`src/rtl/p2d_pkg.sv`:
```
`default_nettype none
package p2d_pkg;

  localparam int SAMPLE_W    = 16;
  localparam int SUM_W       = 22;
  localparam int POS_W       = 10;
  localparam int CNT_W       = 11;
  localparam int MAX_ROWS    = 1024;
  localparam int MAX_COLUMNS = 1024;
  localparam int COL_AW      = $clog2(MAX_COLUMNS);
  localparam int MAX_POOL    = 8;
  localparam int POOL_W      = 4;
  localparam int PHASE_W     = $clog2(MAX_POOL);
  localparam int AREA_W      = 7;
  localparam int DIV_W       = SUM_W;
  localparam int DIV_STEPS   = DIV_W;
  localparam int DIV_CNT_W   = $clog2(DIV_STEPS + 1);
  localparam int CFG_IDX_W   = 2;
  localparam int CFG_DATA_W  = 11;
  localparam int OUT_BITS    = SAMPLE_W + 2 * POS_W;
  localparam int OUT_DATA_W  = ((OUT_BITS + 7) / 8) * 8;

  typedef enum logic [CFG_IDX_W-1:0] {
    CFG_FRAME_ROWS    = 2'd0,
    CFG_FRAME_COLUMNS = 2'd1,
    CFG_POOL_SIZE     = 2'd2,
    CFG_POOL_MODE     = 2'd3
  } cfg_idx_t;

  typedef enum logic [2:0] {
    DIV_ROWS = 3'd0,
    DIV_COLS = 3'd1,
    DIV_RPOS = 3'd2,
    DIV_CPOS = 3'd3,
    DIV_AVG  = 3'd4
  } div_sel_t;

  typedef struct packed {
    logic     accept;
    logic     div_start;
    logic     div_store;
    logic     sync_clear;
    logic     ram_read;
    logic     ram_write;
    logic     emit_load;
    logic     advance;
    div_sel_t div_sel;
  } p2d_cmd_t;

  typedef struct packed {
    logic dirty;
    logic div_done;
    logic emit;
    logic mode_max;
    logic out_free;
  } p2d_status_t;

endpackage
`default_nettype wire

```
`src/rtl/p2d_ctrl.sv`:
```
`default_nettype none
module p2d_ctrl (
  input  wire logic                 clk,
  input  wire logic                 rst_n,
  input  wire logic                 in_tvalid,
  output logic                      in_tready,
  input  wire p2d_pkg::p2d_status_t status,
  output p2d_pkg::p2d_cmd_t         cmd
);
  import p2d_pkg::*;

  typedef enum logic [7:0] {
    S_IDLE      = 8'b0000_0001,
    S_SYNC      = 8'b0000_0010,
    S_SYNC_WAIT = 8'b0000_0100,
    S_READ      = 8'b0000_1000,
    S_CALC      = 8'b0001_0000,
    S_AVG       = 8'b0010_0000,
    S_DIV       = 8'b0100_0000,
    S_EMIT      = 8'b1000_0000
  } state_t;

  state_t   state_r, state_nxt;
  div_sel_t sel_r, sel_nxt;

  assign in_tready = (state_r == S_IDLE);

  always_comb begin
    state_nxt = state_r;
    sel_nxt   = sel_r;
    cmd       = '0;
    cmd.div_sel = sel_r;
    case (state_r)
      S_IDLE: begin
        if (in_tvalid) begin
          cmd.accept = 1'b1;
          sel_nxt    = DIV_ROWS;
          state_nxt  = status.dirty ? S_SYNC : S_READ;
        end
      end
      S_SYNC: begin
        cmd.div_start = 1'b1;
        state_nxt     = S_SYNC_WAIT;
      end
      S_SYNC_WAIT: begin
        if (status.div_done) begin
          cmd.div_store = 1'b1;
          case (sel_r)
            DIV_ROWS: sel_nxt = DIV_COLS;
            DIV_COLS: sel_nxt = DIV_RPOS;
            DIV_RPOS: sel_nxt = DIV_CPOS;
            default:  sel_nxt = DIV_ROWS;
          endcase
          if (sel_r == DIV_CPOS) begin
            cmd.sync_clear = 1'b1;
            state_nxt      = S_READ;
          end else begin
            state_nxt = S_SYNC;
          end
        end
      end
      S_READ: begin
        cmd.ram_read = 1'b1;
        state_nxt    = S_CALC;
      end
      S_CALC: begin
        cmd.ram_write = 1'b1;
        if (!status.emit) begin
          cmd.advance = 1'b1;
          state_nxt   = S_IDLE;
        end else if (status.mode_max) begin
          state_nxt = S_EMIT;
        end else begin
          sel_nxt   = DIV_AVG;
          state_nxt = S_AVG;
        end
      end
      S_AVG: begin
        cmd.div_start = 1'b1;
        state_nxt     = S_DIV;
      end
      S_DIV: begin
        if (status.div_done) begin
          cmd.div_store = 1'b1;
          state_nxt     = S_EMIT;
        end
      end
      S_EMIT: begin
        // hold until the output register can take the word
        if (status.out_free) begin
          cmd.emit_load = 1'b1;
          cmd.advance   = 1'b1;
          state_nxt     = S_IDLE;
        end
      end
      default: state_nxt = S_IDLE;
    endcase
  end

  always_ff @(posedge clk) begin
    if (!rst_n) begin
      state_r <= S_IDLE;
      sel_r   <= DIV_ROWS;
    end else begin
      state_r <= state_nxt;
      sel_r   <= sel_nxt;
    end
  end

  a_done_waited: assert property (@(posedge clk) disable iff (!rst_n)
    status.div_done |-> (state_r == S_SYNC_WAIT || state_r == S_DIV))
    else $error("divider finished with nobody waiting");

endmodule
`default_nettype wire

```
`config.mk`:
```
export PLATFORM = sky130hd
export DESIGN_NAME = p2d_ctrl
export DESIGN_NICKNAME = d
export VERILOG_FILES = /design/src/rtl/p2d_pkg.sv /design/src/rtl/p2d_ctrl.sv
export SDC_FILE = /design/constraint.sdc
export NUM_CORES = 1
export LEC_CHECK = 0
export ABC_CLOCK_PERIOD_IN_PS = 1940
export BUFFER_PORTS_ARGS = -buffer_cell sky130_fd_sc_hd__buf_2
export CORE_MARGIN = 5
export CORE_UTILIZATION = 45
export CTS_BUF_LIST = sky130_fd_sc_hd__clkbuf_16
export CTS_CLUSTER_DIAMETER = 50
export DETAILED_ROUTE_END_ITERATION = 6
export GPL_TIMING_DRIVEN = 0
export PLACE_DENSITY = 0.78
export REMOVE_ABC_BUFFERS = 1
export SYNTH_ARGS = -nofsm -noshare
export SYNTH_HDL_FRONTEND = slang
export SYNTH_SLANG_ARGS = --single-unit
export TNS_END_PERCENT = 100
```
`constraint.sdc`:
```
create_clock -name clk -period 1.94 [get_ports clk]
set_input_delay 0 -clock clk [delete_from_list [all_inputs] [get_ports clk]]
set_output_delay 0 -clock clk [all_outputs]
set_load 0.05 [all_outputs]
```
==> key figures, run 1 <==
Cells and area
  – Post-layout nets: 123
  – Fillers: 112
  – Most common cell after layout, fill and taps aside: buf_2
  – Fin util: 0.692
  – Most frequent cells in the layout: buf_2, or3_4, nand2b_1
  – Layout area overhead: 42.2%
  – Share of cells above drive strength 1: 0.447
  – ANT cells: 0

Drt
  – Wire per inst: 17.7 um
  – Initial DRC count: 32
  – Vias per cell: 6.55
  – Routed Wire Length: 2.30 mm
  – Total iterations of the first detailed-routing run: 4
  – Via count: 851
  – ANT nets after route: 0
  – Drt drc: 0

STA
  – Worst-Margin Slew: 0.472 ns
  – Final setup fails: 2
  – Worst clock skew: 0.00302 ns
  – Fin. Hold Viols: 0
  – Slew margin rel.: 0.683
  – Final Cycle Share: 1.01
  – RSZ-0062 raised after global routing: true
  – Final setup margin: -0.0209 ns
  – Fin crit period: 1.96 ns
  – Slew Viols, Final: 0
  – F_max: 510 MHz

Setup path
  – Critical path endpoint category: flop
  – WS Path Type: reg -> reg
  – Setup crit start kind: flop
  – Worst EP required: 2.09 ns
  – Worst path arrival time: 2.11 ns
  – CP Max Fanout: 5

Power
  – Leak Pwr: 0.457 nW
  – Worst VDD drop: 0.000852 V
  – Final Total Pwr: 1.25 mW
  – Pwr Density: 1170 nW/um^2

Clock network
  – CTS root buf: clkbuf_16
  – Cts bufs inserted: 3
  – H-tree depth: 1
  – CTS tree: done
  – Max Root-Sink Buffers: 2
  – Clock slew at reported path FFs: 0.04 ns
  – CTS Sinks: 11
  – Worst-Skew Late Latency: 0.24 ns

Global routing
  – First-pass GRT wire length: 3.63 mm
  – GRT Resource Usage Total: 0.179
  – Initial antenna violation count: 0
  – Vias in the first global route: 813
  – Pin count of the biggest net entering global routing: 13
  – Grt ovf: 0

Synth
  – Top cell type's share of synthesized area: 0.294
  – EDFF count, synth: 0
  – Netlist cell types: 39
  – Yosys warns: 0
  – Avg Inst Size Synth: 7.97 sq um
  – Top FF cell, synth: dfxtp_1
  – Synth top area cells: dfxtp_1, nand2b_1, nor4_1, nor3_1, nor4b_1
  – Post-Syn Area: 749 sq um
  – Synth async-reset ratio: 0
  – Synth Instances: 94
  – Synth Register Bits: 11
  – Area leader, netlist: dfxtp_1
  – Sequential-to-total area share from yosys stat: 0.294

Run
  – MaxCap Viol Count: 0

Run status
  – Violated checks: negative setup slack
  – Status: finished, violations left

Floorplan
  – Starting density of the core: 0.486
  – CORE AREA: 1540 sq um
  – Die Ht: 50.8 um
  – Die area: 2580 sq um
  – Rows: 14
  – I/O Pins: 20
  – Die width: 50.8 um

Placement
  – GPL Wtd Cong: 0.869
  – DPL Wire Length: 1.51 mm
  – IO buf count: 19

Worst hold path
  – Worst min path class: in -> reg
critical path, stage by stage (launching register included):
cell,delay (ns)
dfxtp_4,0.35
or4_4,0.55
or3_4,0.43
or3_4,0.34
a311oi_2,0.20
through the flow:
stage	TNS, ns	hold slack (ns)	instances	setup WS, ns	area [sq um]
after floorplan	-0.894	0.120	89	-0.440	731
after global placement	-0.492	0.352	124	-0.183	846
after detailed placement	-0.545	0.366	124	-0.204	846
after CTS	-0.0295	0.112	130	-0.0295	980
after global routing	-0.368	0.141	130	-0.0747	1070
final	-0.0247	0.124	130	-0.0209	1070
registers in the layout, indices dropped and copies added, names as in the netlist:
register  cells
state_r       8
sel_r         3
cells by family (layout without fill, tap and decap cells):
| kind of cell | after synthesis | count (layout) | share of synthesized area |
|---|---|---|---|
| XOR/XNOR | 4 | 4 | 0.0468 |
| flip-flops | 11 | 11 | 0.294 |
| buffers and inverters | 10 | 30 | 0.0501 |
| AO/OA/AOI/OAI | 15 | 15 | 0.159 |
| AND/OR/NAND/NOR | 54 | 54 | 0.451 |
where the power goes:
| group | switching (mW) | internal [mW] | leakage, nW | total [mW] |
|---|---|---|---|---|
| clock | 0.100 | 0.270 | 0.0423 | 0.371 |
| sequential | 0.0593 | 0.250 | 0.0919 | 0.310 |
| combinational | 0.334 | 0.238 | 0.323 | 0.572 |
| total | 0.493 | 0.759 | 0.457 | 1.25 |
worst paths after layout:
kind / start / end / slack (ns) / cells past startpoint
min: rst_n / state_r[4]$_SDFFE_PN0P_ / 0.12 / 2
max reg2reg: state_r[4]$_SDFFE_PN0P_ / sel_r[1]$_SDFFE_PN0P_ / -0.02 / 4
min reg2reg: sel_r[0]$_SDFFE_PN0P_ / sel_r[0]$_SDFFE_PN0P_ / 0.50 / 2
max: state_r[4]$_SDFFE_PN0P_ / sel_r[1]$_SDFFE_PN0P_ / -0.02 / 4
cell usage after synthesis (2+ instances only):
cell,number
nor3_1,6
nor4_1,5
dfxtp_1,11
nand3_1,2
a311oi_1,2
nand2b_1,6
nor2_1,5
or3_2,2
o22ai_1,3
and2_1,3
or3_1,4
nand2_1,5
inv_1,5
clkbuf_1,5
xnor2_1,3
nor4b_1,3
and4_1,2
per-layer routing:
| layer | part of all wire | wire (um) | vias to the layer above | global-route usage |
|---|---|---|---|---|
| met5 | 0 | 0 | - | 0 |
| met4 | 0.015 | 34 | 0 | 0.0851 |
| met3 | 0.071 | 162 | 6 | 0.0378 |
| met2 | 0.47 | 1090 | 42 | 0.289 |
| met1 | 0.44 | 1010 | 406 | 0.226 |
| li1 | - | - | 397 | - |
final cells by class:
cell class / instances / area [sq um] / share of cell area
Multi-Input combinational cell: 73 / 591 / 0.554
Inverter: 5 / 18.8 / 0.0176
Clock buffer: 3 / 75.1 / 0.0704
Sequential cell: 11 / 233 / 0.218
Tap cell: 16 / 20.0 / 0.0188
Timing Repair Buffer: 21 / 125 / 0.117
Clock inverter: 1 / 3.75 / 0.00352
timing repair:
action                     in CTS  in global routing
hold buffers                    0                  0
setup buffers                   2                  0
setup endpoints to repair       8                 11
resized for setup              13                 18
pin swaps                       4                  4
Power figures use the tool's default switching activity.
==> run 2, diff against run 1 <==
- CORE_UTILIZATION: 45 -> 28
- PLACE_DENSITY: 0.78 -> 0.55
==> run 2 against run 1 <==
The flow still finishes with violations (negative setup slack). Critical path type unchanged. Final cell count increased by 14%. Largest power group unchanged. Sequential share of layout area decreased by 1.2 points. Count of clock-buffer cells in the layout unchanged. Wire length increased by 1.9%. Critical endpoint unchanged.
==> key figures, run 2 (synthesis results as in run 1) <==
Setup path
  – CP top delay family: simple AND/OR/NAND/NOR gates
  – Reg2reg path depth: 5 (+1)
  – CP peak stage delay: 0.54 ns (about the same)
  – Critical Path Slowest Stage Cell: or4_4
  – Worst path arrival time: 2.09 ns (-0.02 ns)
  – Buf+Inv Stages, Crit Path: 1 (+1)
  – Setup crit start kind: flop
  – CP Max Fanout: 5 (unchanged)
  – R2r setup slk: -0.04 ns (-0.02 ns)
  – Critical path, cell by cell: or4_4, or3_4, buf_6, a311oi_4, a311oi_2
  – Worst EP required: 2.05 ns (-0.04 ns)
  – CP Depth: 5 (+1)
  – Critical path endpoint category: flop
  – Reg2reg end: sel_r[1]$_SDFFE_PN0P_
  – Worst Setup EP: sel_r[1]$_SDFFE_PN0P_
  – CP startpoint: state_r[4]$_SDFFE_PN0P_
  – RR Startpoint: state_r[4]$_SDFFE_PN0P_
  – WS Path Type: reg -> reg

Placement
  – DPL Wire Length: 1.56 mm (+3.6%)
  – IO buf count: 19 (unchanged)
  – GPL Wtd Cong: 0.845 (-2.8%)
  – Placement Cell Area: 863 sq um (+2.1%)

STA
  – Fin. Hold Viols: 0 (unchanged)
  – Final setup margin: -0.0390 ns (-0.0180 ns)
  – Slew Viols, Final: 0 (unchanged)
  – Slew margin rel.: 0.684 (+0.00177)
  – Fin crit period: 1.98 ns (+0.0180 ns)
  – Final setup fails: 6 (+4)
  – RSZ-0062 raised after global routing: true
  – Worst-Margin Slew: 0.470 ns (-0.00264 ns)
  – Worst clock skew: 0.00169 ns (-0.00132 ns)
  – F_max: 505 MHz (-0.91%)
  – Final Cycle Share: 1.02 (+0.00930)

Drt
  – Initial DRC count: 9 (-72%)
  – Routed Wire Length: 2.34 mm (+1.9%)
  – Total iterations of the first detailed-routing run: 4 (unchanged)
  – Wire per inst: 15.8 um (-11%)
  – Via count: 833 (-2.1%)
  – Vias per cell: 5.63 (-14%)
  – Drt drc: 0 (unchanged)
  – ANT nets after route: 0 (unchanged)

Clock network
  – CTS tree: done
  – Worst-Skew Late Latency: 0.24 ns (about the same)
  – Max Root-Sink Buffers: 2 (unchanged)
  – Clock slew at reported path FFs: 0.04 ns (about the same)
  – Cts bufs inserted: 3 (unchanged)
  – CTS root buf: clkbuf_16
  – H-tree depth: 1 (unchanged)
  – CTS Sinks: 11 (unchanged)

Cells and area
  – Layout area overhead: 48.6%
  – Most common cell after layout, fill and taps aside: buf_2
  – Most frequent cells in the layout: buf_2, buf_4, dfxtp_1
  – Max FFs per register: 8 (unchanged)
  – Fillers: 249 (+120%)
  – Post-route cell area: 1110 sq um (+4.5%)
  – Biggest regs: state_r x8, sel_r x3
  – Post-layout nets: 127 (+3.3%)
  – Most flop-heavy register: state_r
  – ANT cells: 0 (unchanged)
  – Share of cells above drive strength 1: 0.441 (-0.00669)

Floorplan
  – CORE AREA: 2520 sq um (+64%)
  – Die width: 61.7 um (+22%)
  – Starting density of the core: 0.297 (-0.189)
  – I/O Pins: 20 (unchanged)
  – Die Ht: 61.7 um (+22%)
  – Die area: 3810 sq um (+48%)
  – Rows: 18 (+4)

Global routing
  – GRT Resource Usage Total: 0.130 (-0.0494)
  – Initial antenna violation count: 0 (unchanged)
  – Vias in the first global route: 823 (+1.2%)
  – Pin count of the biggest net entering global routing: 13 (unchanged)
  – First-pass GRT wire length: 3.66 mm (+0.94%)
  – Grt ovf: 0 (unchanged)

Power
  – Leak Pwr: 0.484 nW (+6.0%)
  – Pwr Density: 1150 nW/um^2 (-1.9%)
  – Worst VDD drop: 0.000539 V (-37%)
  – Final Total Pwr: 1.28 mW (+2.5%)

Run
  – MaxCap Viol Count: 0 (unchanged)

Run status
  – Violated checks: negative setup slack
  – Status: finished, violations left

Worst hold path
  – Worst min path class: in -> reg
run 2: metal layers:
metal	share of wire	vias to the layer above	GRT usage
li1	-	404	-
met4	0.018	0	0.0636
met2	0.48	12	0.214
met1	0.47	412	0.161
met5	0	-	0
met3	0.032	5	0.0269
run 2: worst min path at each step:
stage,slack (ns),end,cells after the start,from
final,0.12,state_r[4]$_SDFFE_PN0P_,2,rst_n
after global routing,0.13,state_r[4]$_SDFFE_PN0P_,2,rst_n
after global placement,0.36,sel_r[2]$_SDFFE_PN0P_,3,rst_n
after floorplan,0.12,state_r[0]$_SDFFE_PN1P_,1,rst_n
after CTS,0.12,state_r[4]$_SDFFE_PN0P_,2,rst_n
after detailed placement,0.37,state_r[6]$_SDFFE_PN0P_,3,status[3]
run 2: repair_timing:
item	CTS	global route
pin swaps	6	4
setup endpoints to repair	10	9
setup buffers	1	5
hold buffers	0	0
gates resized for setup	17	11
run 2: layout make-up:
class,count,area [sq um],share of cell area
clock buffers,3,75.1,0.0674
clock inverters,1,5.00,0.00449
inverters,5,18.8,0.0169
multi-input cells,73,589,0.529
flip-flops and latches,11,230,0.207
well taps,30,37.5,0.0337
repair buffers,25,158,0.142
run 2: report_power, final:
group          total (mW)  internal [mW]  switching [mW]
combinational       0.589          0.256           0.334
clock               0.386          0.274           0.112
sequential          0.308          0.249          0.0590
total                1.28          0.779           0.505
run 2: through the flow:
stage,TNS [ns],util,std cells,worst slack [ns],hold WS (ns)
after detailed placement,-0.644,0.342,138,-0.218,0.372
after global routing,-0.402,0.441,148,-0.0904,0.131
final,-0.112,0.441,148,-0.0390,0.121
after floorplan,-0.894,-,89,-0.440,0.120
after CTS,-0.0420,0.404,143,-0.0222,0.121
after global placement,-0.628,0.342,138,-0.227,0.364
run 2: worst reg2reg max path, delay by kind of cell, from the launching register on:
family                 cells  cell delay (ns)
AOI/OAI and AO/OA          2             0.42
buffers and inverters      1             0.14
DFF                        1             0.35
and+or+nand+nor            2             0.95
==> run 3, diff against run 2 <==
- CORE_UTILIZATION: 28 -> 30
- PLACE_DENSITY: 0.55 -> 0.57
==> run 3 against run 2 <==
The flow still finishes with violations (negative setup slack). Count of clock-buffer cells in the layout is the same. Design area up 0.90%. Setup slack better by 0.015 ns. Hold slack worse by 0.015 ns. First-iteration DRC count rose to 4.7 times the previous value. Sequential cell count is the same. Clock skew down 0.00093 ns.
==> key figures, run 3 (synthesis results as in run 1) <==
Floorplan
  – CORE AREA: 2430 sq um (-3.6%)
  – Die Ht: 60.0 um (-2.8%)
  – Starting density of the core: 0.308 (+0.0110)
  – Die width: 60.0 um (-2.8%)
  – Die area: 3600 sq um (-5.6%)
  – Rows: 18 (unchanged)
  – I/O Pins: 20 (unchanged)

STA
  – Final setup TNS: -0.0249 ns (+0.0871 ns)
  – Final setup margin: -0.0237 ns (+0.0153 ns)
  – Worst-Margin Slew: 0.565 ns (+0.0954 ns)
  – Final setup fails: 2 (-4)
  – Fin crit period: 1.96 ns (-0.0153 ns)
  – Slew Viols, Final: 0 (unchanged)
  – Slew margin rel.: 0.620 (-0.0643)
  – RSZ-0062 raised after global routing: true
  – Worst clock skew: 0.000764 ns (-0.000930 ns)
  – Final Cycle Share: 1.01 (-0.00788)
  – F_max: 509 MHz (+0.78%)
  – Fin. Hold Viols: 0 (unchanged)

Clock network
  – Worst-Skew Late Latency: 0.24 ns (about the same)
  – Clock slew at reported path FFs: 0.04 ns (about the same)
  – CTS root buf: clkbuf_16
  – CTS tree: done
  – Max Root-Sink Buffers: 2 (unchanged)
  – Cts bufs inserted: 3 (unchanged)
  – CTS Sinks: 11 (unchanged)
  – H-tree depth: 1 (unchanged)

Power
  – Final Total Pwr: 1.25 mW (-2.8%)
  – Leak Pwr: 0.504 nW (+4.2%)
  – Pwr Density: 1110 nW/um^2 (-3.7%)
  – Worst VDD drop: 0.000635 V (+18%)

Global routing
  – Initial antenna violation count: 0 (unchanged)
  – GRT Resource Usage Total: 0.135 (+0.00490)
  – Grt ovf: 0 (unchanged)
  – Vias in the first global route: 791 (-3.9%)
  – First-pass GRT wire length: 3.60 mm (-1.7%)
  – Pin count of the biggest net entering global routing: 13 (unchanged)

Setup path
  – Worst EP required: 2.09 ns (+0.04 ns)
  – CP Max Fanout: 7 (+2)
  – R2r setup slk: -0.02 ns (+0.02 ns)
  – RR Startpoint: state_r[3]$_SDFFE_PN0P_
  – Worst path arrival time: 2.12 ns (+0.03 ns)
  – Setup crit start kind: flop
  – WS Path Type: reg -> reg
  – Critical path endpoint category: flop
  – CP startpoint: state_r[3]$_SDFFE_PN0P_

Drt
  – Initial DRC count: 42 (+33)
  – Drt drc: 0 (unchanged)
  – Total iterations of the first detailed-routing run: 4 (unchanged)
  – Via count: 860 (+3.2%)
  – Wire per inst: 15.6 um (-1.5%)
  – ANT nets after route: 0 (unchanged)
  – Vias per cell: 5.70 (+1.2%)
  – Routed Wire Length: 2.35 mm (+0.47%)

Placement
  – IO buf count: 19 (unchanged)
  – Placed insts: 138 (unchanged)
  – DPL Wire Length: 1.58 mm (+0.86%)
  – GPL Wtd Cong: 0.790 (-6.5%)

Cells and area
  – Share of cells above drive strength 1: 0.463 (+0.0221)
  – Fillers: 214 (-14%)
  – Most frequent cells in the layout: buf_2, buf_4, nand2b_1
  – Layout area overhead: 49.9%
  – Most common cell after layout, fill and taps aside: buf_2
  – Post-Layout Cell Count: 151 (+2.0%)
  – Max FFs per register: 8 (unchanged)
  – Post-layout nets: 130 (+2.4%)
  – Most flop-heavy register: state_r
  – Biggest regs: state_r x8, sel_r x3
  – ANT cells: 0 (unchanged)

Run
  – MaxCap Viol Count: 0 (unchanged)

Worst hold path
  – Hold Path Origin: rst_n
  – Worst min path class: in -> reg

Run status
  – Status: finished, violations left
  – Violated checks: negative setup slack
run 3: cell types whose count changed in the layout (fill, tap and decap cells not counted), moves of 2 or more:
cell     previous run  this run
or3_1               0         2
nor3_1              5         3
nor3_2              0         2
dfxtp_1             7         5
or3_4               6         4
buf_4               7        10
run 3: worst max-delay path: stages, from the launching register on:
cell	delay, ns
dfxtp_4	0.36
or4_4	0.53
or3_4	0.45
or3_4	0.35
a311oi_2	0.19
run 3: what timing repair did:
action	in CTS	in global routing
hold buffers	0	0
endpoints found under the setup margin	6	11
pin swaps	4	2
setup buffers	3	6
resized for setup	13	15
run 3: where the power goes:
part / internal, mW / switching, mW / leakage, nW
clock: 0.273 / 0.107 / 0.0409
combinational: 0.241 / 0.318 / 0.371
sequential: 0.252 / 0.0568 / 0.0922
run 3: final timing paths:
| kind | to | cells after the start |
|---|---|---|
| max | sel_r[1]$_SDFFE_PN0P_ | 4 |
| min reg2reg | sel_r[0]$_SDFFE_PN0P_ | 2 |
| min | state_r[0]$_SDFFE_PN1P_ | 2 |
| max reg2reg | sel_r[1]$_SDFFE_PN0P_ | 4 |
run 3: cell type report:
cell class	count	area (sq um)	share of cell area
well taps	30	37.5	0.0334
flip-flops and latches	11	235	0.209
clock buffers	3	75.1	0.0668
multi-input cells	73	574	0.511
inverters	5	18.8	0.0167
repair buffers	28	178	0.158
clock inverters	1	5.00	0.00445
run 3: stage by stage:
step | hold WS [ns] | util | area (sq um) | setup slack [ns]
detailed placement | 0.363 | 0.355 | 863 | -0.214
floorplan | 0.120 | - | 731 | -0.440
CTS | 0.109 | 0.412 | 1000 | 0.00495
global route | 0.139 | 0.462 | 1120 | -0.0568
finish | 0.106 | 0.462 | 1120 | -0.0237
global placement | 0.357 | 0.355 | 863 | -0.220
run 3: metal layers:
layer | wire length [um] | vias up | global-route usage
li1 | - | 411 | -
met1 | 943 | 410 | 0.150
met2 | 1180 | 33 | 0.235
met3 | 175 | 6 | 0.0324
met4 | 56 | 0 | 0.0696
met5 | 0 | - | 0
